**config.mk**
```make
export PLATFORM = sky130hd
export DESIGN_NAME = dcc_cell
export DESIGN_NICKNAME = d
export VERILOG_FILES = /design/src/sv/distinct_color_counter_core_defines.svh /design/src/sv/dcc_pkg.sv /design/src/sv/dcc_cell.sv
export SDC_FILE = /design/constraint.sdc
export NUM_CORES = 1
export LEC_CHECK = 0
export ABC_AREA = 1
export BUFFER_PORTS_ARGS = -buffer_cell sky130_fd_sc_hd__buf_2
export CORE_MARGIN = 4
export CORE_UTILIZATION = 58
export DETAILED_ROUTE_END_ITERATION = 10
export GPL_TIMING_DRIVEN = 0
export PLACE_DENSITY = 0.85
export SYNTH_ARGS = -nofsm -noshare
export SYNTH_HDL_FRONTEND = slang
export SYNTH_SLANG_ARGS = --single-unit
```
**constraint.sdc**
```tcl
create_clock -name clk -period 4.35 [get_ports clk]
set_input_delay 0.435 -clock clk [delete_from_list [all_inputs] [get_ports clk]]
set_output_delay 0.435 -clock clk [all_outputs]
set_load 0.005 [all_outputs]
```
**src/sv/distinct_color_counter_core_defines.svh**
```systemverilog
// Assertion macros shared by the distinct color counter RTL.
// Used by files that include this header; depends on nothing else.
`ifndef DISTINCT_COLOR_COUNTER_CORE_DEFINES_SVH
`define DISTINCT_COLOR_COUNTER_CORE_DEFINES_SVH

// Same-cycle implication, checked on every rising clock edge outside reset.
`define DCC_ASSERT_IMP(lbl, ante, cons, msg) \
  lbl: assert property (@(posedge clk) disable iff (!rst_n) (ante) |-> (cons)) \
    else $error(msg);

// Next-cycle implication, checked on every rising clock edge outside reset.
`define DCC_ASSERT_NEXT(lbl, ante, cons, msg) \
  lbl: assert property (@(posedge clk) disable iff (!rst_n) (ante) |=> (cons)) \
    else $error(msg);

`endif

```
**src/sv/dcc_pkg.sv**
```systemverilog
`timescale 1ns / 1ps
// Shared constants and the token type of the distinct color counter.
// Has no dependencies; used by dcc_cell and distinct_color_counter_core.
package dcc_pkg;

  localparam int TABLE_ENTRIES = 256;
  localparam int IDX_W         = $clog2(TABLE_ENTRIES);
  localparam int CNT_W         = $clog2(TABLE_ENTRIES + 1);
  localparam int CHAN_W        = 8;
  localparam int COLOR_W       = 3 * CHAN_W;
  localparam int SLOT_W        = 8;
  localparam int COUNT_OUT_W   = 9;

  typedef logic [COLOR_W-1:0] color_t;
  typedef logic [IDX_W-1:0]   idx_t;
  typedef logic [CNT_W-1:0]   cnt_t;

  typedef struct packed {
    logic   vld;
    color_t color;
    cnt_t   count;
    logic   found;
    logic   is_new;
    idx_t   slot;
  } tok_t;

endpackage

```
**src/sv/dcc_cell.sv**
```systemverilog
`timescale 1ns / 1ps
// One table cell: stores a color and checks the passing token against it.
// Depends on dcc_pkg for the token type and widths.
module dcc_cell (
  input  logic          clk,
  input  logic          rst_n,
  input  logic          adv,
  input  dcc_pkg::idx_t cell_idx,
  input  dcc_pkg::tok_t tok_i,
  output dcc_pkg::tok_t tok_o
);
  import dcc_pkg::*;

  color_t color_r;
  tok_t   tok_r;
  tok_t   tok_nxt;
  logic   live;
  logic   hit;
  logic   wr;

  always_comb begin
    live    = tok_i.vld && !tok_i.found;
    hit     = live && (CNT_W'(cell_idx) < tok_i.count) && (color_r == tok_i.color);
    wr      = live && (CNT_W'(cell_idx) == tok_i.count);
    tok_nxt = tok_i;
    if (hit) begin
      tok_nxt.found = 1'b1;
      tok_nxt.slot  = cell_idx;
    end else if (wr) begin
      tok_nxt.found  = 1'b1;
      tok_nxt.is_new = 1'b1;
      tok_nxt.slot   = cell_idx;
      tok_nxt.count  = tok_i.count + CNT_W'(1);
    end
  end

  always_ff @(posedge clk) begin
    if (!rst_n) begin
      tok_r <= '0;
    end else if (adv) begin
      tok_r <= tok_nxt;
    end
  end

  always_ff @(posedge clk) begin
    if (adv && wr) begin
      color_r <= tok_i.color;
    end
  end

  assign tok_o = tok_r;

endmodule

```
* Yosys cells after proc, flatten, opt, wreduce, memory -nomap -nowiden
Cells that the tools add are included.
** Cells by class
- Add/subtract/negate cells :: 1
- Order comparisons :: 1
- Equal/unequal tests :: 2
- Multiplexer cells :: 5
- Reduce and logical (&&, ||, !) cells :: 6
** Operator list (count)
- == test 24 bit :: 1
- two-way mux 19 bit :: 1
- adder 9 x 1 -> 9 bit (second input constant) :: 1
- == test 8 x 9 -> 1 bit :: 1
- less-than comparator 8 x 9 -> 1 bit :: 1
- two-way mux 9 bit :: 1
- two-way mux 8 bit :: 1
- logical AND 1 bit :: 5
- two-way mux 1 bit :: 2
- zero test 1 bit :: 1
** Storage, ports and cells
- Register bits :: 68
- Output and inout bits :: 44
- Word-level logic and storage cells :: 22

* Depth between registers and ports, before layout
Gate-level depths: netlist (run 1).
- Depth after elaboration :: 5
- Depth in mapped cells :: 16
- Depth with buffers taken out :: 14

* Worst setup path after synthesis (run 1)
Ideal clock, no wire load.
- Path kind :: input port to flip-flop
- Start :: input port tok_i[12] (netlist name)
- End :: register color_r[0] (enable)
- Setup time :: 0.405 ns
- Arrival time :: 2.319 ns
- Data required time :: 3.945 ns
- Slack :: 1.626 ns
- Stages on the path :: 7
- Buffers on the path :: 1
- Cells stage by stage :: buf_2 > inv_1 > ha_1 > nand2_1 > nor2_1 > nand4_1 > nor2_1
** Between the ends
- Longest elaborated chain between the ends :: 3
** Ends and longest elaborated chain
- start: declaration :: RTL line dcc_cell.sv:9 : input dcc_pkg::tok_t tok_i,
- == test 8 x 9 -> 1 bit :: RTL line dcc_cell.sv:24 : wr = live && (CNT_W'(cell_idx) == tok_i.count);
- logical AND 1 bit :: RTL line dcc_cell.sv:24
- logical AND 1 bit :: RTL line dcc_cell.sv:46 : if (adv && wr) begin
- end signal: assignment :: RTL line dcc_cell.sv:47 : color_r <= tok_i.color;
- end: declaration :: RTL line dcc_cell.sv:14 : color_t color_r;
Every way passes these cells.
A chain may end at the register's enable or synchronous reset.

* Worst setup path in the final report (run 1)
- Start :: input port tok_i[15] (netlist name)
- End :: register color_r[16] (enable)
Same word-level chain as after synthesis.

==> results.cfg, run 1 <==
[outcome]
outcome = completed

[setup_path]
cp_num_buf_inv = 3
cp.required_ns = 4.42
endpoint_kind = register
cp_num_cells = 8
r2r_slack_ns = 2.53
arrival_ns = 2.27
crit_chain = buf_2 -> inv_1 -> ha_1 -> nand2_1 -> nor2_1 -> nand4_1 -> nor2_2 -> buf_16
crit_path_end = color_r[16]
critPathLaunch = tok_i[15]
slowest_delay_ns = 0.53
path_delay_family = simple AND/OR/NAND/NOR gates
r2r_start = color_r[14]
r2r_cells = 13
rr_endpoint = tok_o[10]
cp_max_fo = 16
crit_slowest_cell = nor2_2
cp-start-kind = input port
crit_type = input port to register

[pwr]
p_sw_mw = 0.406
internal_power_mw = 1.03
switching_share_pct = 28.2
peakVddDrop_uv = 227
p_seq_share_pct = 48.3
pwr-share-clk_pct = 36.6
p_comb_share_pct = 15.0
p_per_area_mw_per_mm2 = 306
leakage_nw = 2.49
total_power_mw = 1.44

[yosys]
synthArstFlopShare_pct = 0
postSynthCellCount = 563
synth_area_leaders = dfxtp_1, edfxtp_1, nand2_1
synth_edf_count = 24
ys_ff_latch = 68
synth.distinct_cells = 38
ys_warn_count = 0
synth-seq-area-share_pct = 41.0
syn_avg_cell_area_um2 = 6.94
syn-num-nets = 627
syn_area_mm2 = 0.00391
synth_top_area_cell = dfxtp_1
synth_top_area_share_pct = 22.5
synth_ff_type = dfxtp_1

[floorplan]
die_y_um = 90.1
rows = 29
coreArea_mm2 = 0.00646
pin_count = 99
die_area_mm2 = 0.00812
die_w_um = 90.1
initial_core_util_pct = 60.5

[finish]
seq_area_mm2 = 0.00160
final_cell_area_mm2 = 0.00470
drive_above_1_share_pct = 21.5
n_antenna_cell = 0
multi_input_area_mm2 = 0.00188
fillers = 542
nets = 734
area_growth_syn_to_layout_pct = 20.3
final_cells = 752

[sta]
period_needed_ns = 2.20
fmax_mhz = 455
final_max_slew_viol_count = 0
final.setup.tns_ns = 0
finClkSkew_ns = 0.0106
worst_slew_pin_slew_ns = 0.562
hold_viol = 0
holdWs_ns = 0.284
slew_headroom_pct = 62.5
fin_crit_sh_pct = 50.6
setup_viol = 0
rsz0062_at_grt = no

[global_route]
grt_pass1_vias = 3865
grt_max_degree = 17
gr-total-overflow = 0
track_usage_pct = 26.4
grt_pass1_wl_um = 17600
antenna_found_initial = 0

[placed_design]
dpl.cell_count = 736
hpwlAfterDp_um = 7940
portBuffers = 95
place_area_mm2 = 0.00451
gp_congestion = 1.01

[clocking]
cts_hold_buffers = 0
clk_pin_slew_ns = 0.08
post_cts_buffers = 0
cts_tree = yes
ctsRootBufferMaster = clkbuf_8
clock_latency_ns = 0.35
clock_tree.buffer_depth = 2
cts_buffers = 9
h-tree-depth = 3
clock-sinks = 68
ctsResizeCount = 0

[drt]
post_drt_wl_per_cell_um = 14.0
first_pass_iters = 5
drc = 0
num_vias = 3963
drt-total-wl_um = 10500
final_antenna_net_count = 0
vias_per_cell = 5.27
drt-initial-drc-count = 370

[job]
maxCapViolCount = 0

[worst_hold_path]
min_path_type = input port to register
cell usage after synthesis, drive strengths merged (7+ instances only):
| cell | n |
|---|---|
| dfxtp | 44 |
| buf | 9 |
| nor2 | 59 |
| ha | 9 |
| nand2 | 190 |
| o21ai | 40 |
| nand3 | 32 |
| xnor2 | 7 |
| a21oi | 36 |
| inv | 75 |
| clkbuf | 10 |
| edfxtp | 24 |
power groups by stage:
| stage | logic (mW) | clock network (mW) | registers, mW |
|---|---|---|---|
| global route | 0.245 | 0.562 | 0.699 |
| global placement | 0.205 | 0 | 0.709 |
| floorplan | 0.117 | 0 | 0.712 |
| detailed placement | 0.213 | 0 | 0.711 |
| CTS | 0.215 | 0.531 | 0.696 |
| finish | 0.217 | 0.528 | 0.696 |
through the flow:
stage	setup slack (ns)	utilization (%)
4_1_cts	2.17	72.8
6_report	2.15	72.8
5_1_grt	1.92	72.8
3_5_place_dp	1.78	69.9
3_3_place_gp	0.828	69.4
2_1_floorplan	1.63	-
worst register-to-register path: stages, from the launching register on:
cell	delay, ns
edfxtp_1	0.41
inv_1	0.10
nand2_1	0.06
nand2_1	0.06
nand2_1	0.06
nor2_1	0.14
nand2_1	0.08
nor2_1	0.21
nand3_4	0.16
buf_6	0.18
o21ai_2	0.05
nand3_1	0.09
nand2_1	0.09
inv_1	0.04
state kept, by name (all words and copies together) (netlist names):
name,count
color_r,24
tok_o,44
worst min path at each step:
stage	from	endpoint	slack, ns	cells after the start
floorplan	tok_o[11]	tok_o[11]	0.46	2
global route	tok_i[26]	color_r[7]	0.28	1
CTS	tok_i[40]	color_r[21]	0.28	1
global placement	tok_o[7]	tok_o[7]	0.45	2
finish	tok_i[19]	color_r[0]	0.28	1
detailed placement	tok_o[4]	tok_o[4]	0.46	2
placed cells by master, fill, tap and decap left out, types with 3 or more instances in the layout:
master,n
clkbuf_1,10
a21oi_2,6
edfxtp_1,24
dfxtp_1,44
a21oi_1,30
inv_2,7
nand3_1,30
nor2_1,54
clkinv_1,3
xor2_1,5
nor3_1,6
inv_1,68
clkbuf_8,10
ha_1,9
and2_1,3
buf_2,99
nor2_2,3
nand4_1,5
xnor2_1,7
nand2_1,188
o21ai_0,38
final cells by class:
type                       count  area share (%)
buffer                        21            2.85
clock buffer                  10            2.71
clock inverter                 6            1.36
inverter                      78            6.23
sequential                    68            34.1
multi-input combinational    396            40.1
tap                           77            2.05
timing repair buffer          96            10.7
kinds of logic (layout without fill, tap and decap cells):
logic type | count (synthesis) | count (layout) | synth area share [%]
AND/OR/NAND/NOR | 298 | 298 | 31.9
buffers and inverters | 99 | 211 | 10.9
AO/OA/AOI/OAI | 77 | 77 | 10.7
flip-flops | 68 | 68 | 41.0
XOR/XNOR | 12 | 12 | 2.69
adder cells (fa/ha/maj) | 9 | 9 | 2.88
routing by layer:
layer	wire, um	part of all wire, %	vias to the layer above	GRT usage [%]
met5	0	0	-	0
met4	351	3.3	0	13.3
met3	753	7.1	36	5.26
met2	4820	46	174	41.9
met1	4610	44	1775	34.4
li1	-	-	1978	-
(Power assumes the default switching activity.)
==> run 2, diff against run 1 <==
--- a/config.mk
+++ b/config.mk
@@ -8,10 +8,10 @@
 export ABC_AREA = 1
 export BUFFER_PORTS_ARGS = -buffer_cell sky130_fd_sc_hd__buf_2
 export CORE_MARGIN = 4
-export CORE_UTILIZATION = 58
+export CORE_UTILIZATION = 54
 export DETAILED_ROUTE_END_ITERATION = 10
 export GPL_TIMING_DRIVEN = 0
-export PLACE_DENSITY = 0.85
+export PLACE_DENSITY = 0.8
 export SYNTH_ARGS = -nofsm -noshare
 export SYNTH_HDL_FRONTEND = slang
 export SYNTH_SLANG_ARGS = --single-unit
==> constraint.sdc (replaced) <==
create_clock -name clk -period 2.15 [get_ports clk]
set_input_delay 0.215 -clock clk [delete_from_list [all_inputs] [get_ports clk]]
set_output_delay 0.215 -clock clk [all_outputs]
set_load 0.005 [all_outputs]
==> run 2 against run 1 <==
Against the previous run:
- non-clock buffer count fell by 1
- design area barely moved
- combinational power rose by 100%
- clock skew fell by 0.0037 ns
- critical path depth fell by 1
- global-route usage fell by 1.6 points
- highest routed layer unchanged
- sequential power rose by 100%
- first-iteration DRC count fell by 44%
- flip-flop and latch count did not move
- clock power rose by 83%
==> results.cfg, run 2 (synthesis results as in run 1) <==
[outcome]
outcome = completed

[global_route]
grt_pass1_vias = 3741
track_usage_pct = 24.9
gr-total-overflow = 0
grt_max_degree = 25
antenna_found_initial = 0
grt_pass1_wl_um = 17200

[finish]
layout_commonest_cell = nand2_1
area_growth_syn_to_layout_pct = 20.3
drive_above_1_share_pct = 21.5
nets = 734
post-route-util_pct = 68.1
n_antenna_cell = 0
layout_common_cells = nand2_1, buf_2, inv_1
largest_register_ffs = 44
fillers = 649

[drt]
drt-total-wl_um = 10400
post_drt_wl_per_cell_um = 13.5
first_pass_iters = 5
final_antenna_net_count = 0
num_vias = 3863
drt-initial-drc-count = 207
vias_per_cell = 5.01
drc = 0

[setup_path]
endpoint_kind = register
r2r_start = color_r[2]
critPathLaunch = tok_i[16]
crit_type = input port to register
r2r_cells = 11
cp-start-kind = input port
cp.required_ns = 2.16
arrival_ns = 1.90
cp_max_fo = 12

[sta]
rsz0062_at_grt = no
fin_crit_sh_pct = 88.0
hold_viol = 0
final_max_slew_viol_count = 0
worst_slew_pin_slew_ns = 0.561
holdWs_ns = 0.0695
period_needed_ns = 1.89
setup_viol = 0
slew_headroom_pct = 62.6
finClkSkew_ns = 0.00687
fmax_mhz = 529

[clocking]
cts_tree = yes
post_cts_buffers = 0
clock_tree.buffer_depth = 2
clock-sinks = 68
ctsRootBufferMaster = clkbuf_8
cts_buffers = 9
h-tree-depth = 3
clk_pin_slew_ns = 0.08
clock_latency_ns = 0.35

[placed_design]
portBuffers = 95
hpwlAfterDp_um = 8090
gp_congestion = 0.907

[floorplan]
pin_count = 99
initial_core_util_pct = 56.6
rows = 30
die_w_um = 93.1
die_y_um = 93.1
coreArea_mm2 = 0.00691
die_area_mm2 = 0.00867

[pwr]
leakage_nw = 2.47
peakVddDrop_uv = 316
p_per_area_mw_per_mm2 = 598
total_power_mw = 2.81

[worst_hold_path]
min_from = tok_i[24]
hold-path-cell-count = 1
min_path_type = input port to register

[job]
maxCapViolCount = 0
## run 2: worst paths after layout
check                     end  slack (ns)
hold reg to reg      tok_o[7]        0.47
hold / removal     color_r[5]        0.07
setup reg to reg    tok_o[12]        0.37
setup / recovery  color_r[13]        0.26
## run 2: metrics by stage
step / cells / cell area (um2) / setup TNS, ns / setup slack, ns
2_1_floorplan: 563 / 3910 / 0 / 0.0256
3_3_place_gp: 754 / 4510 / -13.44 / -0.561
3_5_place_dp: 754 / 4510 / -13.14 / -0.549
4_1_cts: 770 / 4690 / 0 / 0.166
5_1_grt: 771 / 4700 / 0 / 0.0965
6_report: 771 / 4700 / 0 / 0.258
## run 2: critical path, cell delays in order
cell     delay, ns
buf_2         0.10
inv_1         0.09
ha_1          0.33
nand2_1       0.06
nor2_1        0.20
nand4_1       0.39
nor2_4        0.49
## run 2: routing by layer
metal	GRT usage [%]	part of all wire, %
met5	0	0
met1	34.3	46
met4	9.40	2.2
met2	39.5	45
met3	3.46	7.5
## run 2: final cells by class
class | count | area (um2) | share of cell area [%]
clock buffer | 11 | 141 | 3.01
clock inverter | 5 | 36.3 | 0.772
inverter | 78 | 293 | 6.23
timing repair buffer | 95 | 475 | 10.1
buffer | 21 | 134 | 2.85
tap | 96 | 120 | 2.55
multi-input combinational | 397 | 1900 | 40.4
sequential | 68 | 1600 | 34.1
## run 2: timing repair
| item | CTS | global route |
|---|---|---|
| endpoints found under the hold margin | 0 | 0 |
| setup endpoints to repair | 24 | 24 |
| gates cloned | 0 | 1 |
| resized for setup | 1 | 1 |
| pin swaps | 0 | 0 |
| hold buffers | 0 | 0 |
## run 2: power by group
group          internal, mW  switching, mW
Sequential             1.38         0.0250
Combinational         0.175          0.264
Clock                 0.452          0.514
Total                  2.01          0.803
==> run 3, diff against run 2 <==
--- a/config.mk
+++ b/config.mk
@@ -7,11 +7,13 @@
 export LEC_CHECK = 0
 export ABC_AREA = 1
 export BUFFER_PORTS_ARGS = -buffer_cell sky130_fd_sc_hd__buf_2
+export CELL_PAD_IN_SITES_DETAIL_PLACEMENT = 1
+export CELL_PAD_IN_SITES_GLOBAL_PLACEMENT = 2
 export CORE_MARGIN = 4
-export CORE_UTILIZATION = 54
+export CORE_UTILIZATION = 29
 export DETAILED_ROUTE_END_ITERATION = 10
 export GPL_TIMING_DRIVEN = 0
-export PLACE_DENSITY = 0.8
+export PLACE_DENSITY = 0.79
 export SYNTH_ARGS = -nofsm -noshare
 export SYNTH_HDL_FRONTEND = slang
 export SYNTH_SLANG_ARGS = --single-unit
==> run 3 against run 2 <==
Against the previous run:
- critical path depth grew 4
- combinational power grew 4%
- fmax is 4.2% lower
- register-to-register slack worse by 0.18 ns
- clock power grew 52%
- count of clock-buffer cells in the layout is 2 higher
- largest power group is now the clock network
==> results.cfg, run 3 (synthesis results as in run 1) <==
[outcome]
outcome = completed

[setup_path]
crit_type = input port to register
endpoint_kind = register
slowest_delay_ns = 0.46
cp_max_fo = 5
crit_slowest_cell = nand4_1
crit_chain = buf_2 -> inv_1 -> ha_1 -> nand2_1 -> nor2_1 -> nand4_1 -> nor3_1 -> nand2_1 -> nor2_1 -> nand3_1 -> a21oi_1
r2r_slack_ns = 0.19
rr_endpoint = tok_o[16]
path_delay_family = simple AND/OR/NAND/NOR gates
r2r_start = color_r[2]
cp.required_ns = 2.41
arrival_ns = 2.23
r2r_cells = 11
cp-start-kind = input port
cp_num_buf_inv = 2

[finish]
largest_register_ffs = 44
fillers = 1757
nets = 736
seq_area_mm2 = 0.00160
post-route-util_pct = 37.5
drive_above_1_share_pct = 21.6
area_growth_syn_to_layout_pct = 26.9
n_antenna_cell = 0
layout_commonest_cell = nand2_1
multi_input_area_mm2 = 0.00190
layout_common_cells = nand2_1, buf_2, inv_1
final_cells = 853

[drt]
final_antenna_net_count = 0
num_vias = 3934
first_pass_iters = 4
vias_per_cell = 4.61
drt-total-wl_um = 13200
drt-initial-drc-count = 156
drc = 0
post_drt_wl_per_cell_um = 15.5

[floorplan]
die_w_um = 124
rows = 42
die_area_mm2 = 0.0154
die_y_um = 124
coreArea_mm2 = 0.0132
initial_core_util_pct = 29.5
pin_count = 99

[worst_hold_path]
min_path_type = input port to register
hold-path-cell-count = 1
min_to = color_r[17]
min_from = tok_i[36]

[clocking]
ctsRootBufferMaster = clkbuf_16
cts_buffers = 9
clock-sinks = 68
cts_hold_buffers = 0
clk_pin_slew_ns = 0.06
clock_tree.buffer_depth = 2
clock_latency_ns = 0.33
cts_tree = yes
h-tree-depth = 3

[job]
maxCapViolCount = 0

[global_route]
grt_pass1_wl_um = 21100
grt_pass1_vias = 4142
gr-total-overflow = 0
grt_max_degree = 13
track_usage_pct = 17.8
antenna_found_initial = 0

[sta]
setup_viol = 0
final.setup.tns_ns = 0
hold_viol = 0
rsz0062_at_grt = no
fin_crit_sh_pct = 91.8
finClkSkew_ns = 0.00833
worst_slew_pin_slew_ns = 0.625
slew_headroom_pct = 58.3
final_max_slew_viol_count = 0
fmax_mhz = 507
period_needed_ns = 1.97

[pwr]
peakVddDrop_uv = 324
p_per_area_mw_per_mm2 = 673
leakage_nw = 2.55

[placed_design]
dpl.cell_count = 834
portBuffers = 95
hpwlAfterDp_um = 10400
gp_congestion = 0.825
## run 3: what timing repair did
item	CTS	global route
endpoints found under the setup margin	24	25
buffers inserted	0	2
pin swaps	0	2
cloned	1	0
resized for setup	2	0
## run 3: cell type report
cell class | instances | area share [%]
clock inverters | 3 | 0.353
plain buffers | 21 | 2.70
flip-flops and latches | 68 | 32.3
inverters | 78 | 5.90
repair buffers | 97 | 10.4
multi-input cells | 397 | 38.3
well taps | 176 | 4.44
clock buffers | 13 | 5.67
## run 3: worst max path at each step
stage | startpoint | cells after the start | slack [ns] | endpoint
finish | tok_i[16] | 11 | 0.18 | tok_o[18]
global route | tok_i[16] | 11 | 0.02 | tok_o[18]
CTS | tok_i[16] | 7 | 0.04 | color_r[22]
detailed placement | tok_i[16] | 7 | -0.75 | color_r[22]
global placement | tok_i[16] | 7 | -0.73 | color_r[19]
floorplan | tok_i[12] | 7 | 0.03 | color_r[0]
## run 3: report_power, final
group,switching (mW),internal [mW]
clock network,0.559,0.912
registers,0.0273,1.38
logic,0.282,0.176
## run 3: per-layer routing
metal	GRT usage (%)	share of wire (%)
met1	22.7	46
met2	30.6	49
met3	3.27	3.8
met4	5.41	1.6
met5	0	0
## run 3: worst register-to-register path, cell delays in order, from the launching register on
cell      delay [ns]
edfxtp_1        0.42
xnor2_1         0.27
nand2_1         0.10
nor2_1          0.13
nand2_1         0.08
nor2_1          0.22
nand3_4         0.15
buf_6           0.18
nand2_1         0.08
nand3_1         0.08
nand2_1         0.10
inv_1           0.04
## run 3: metrics by stage
step	worst slack, ns	power (mW)	hold WS, ns	instance area (um2)
2_1_floorplan	0.0256	1.68	0.314	3910
3_3_place_gp	-0.731	1.88	0.427	4610
3_5_place_dp	-0.748	1.90	0.426	4610
4_1_cts	0.0391	3.38	0.0802	4920
5_1_grt	0.0166	3.50	0.0789	4960
6_report	0.176	3.34	0.0903	4960
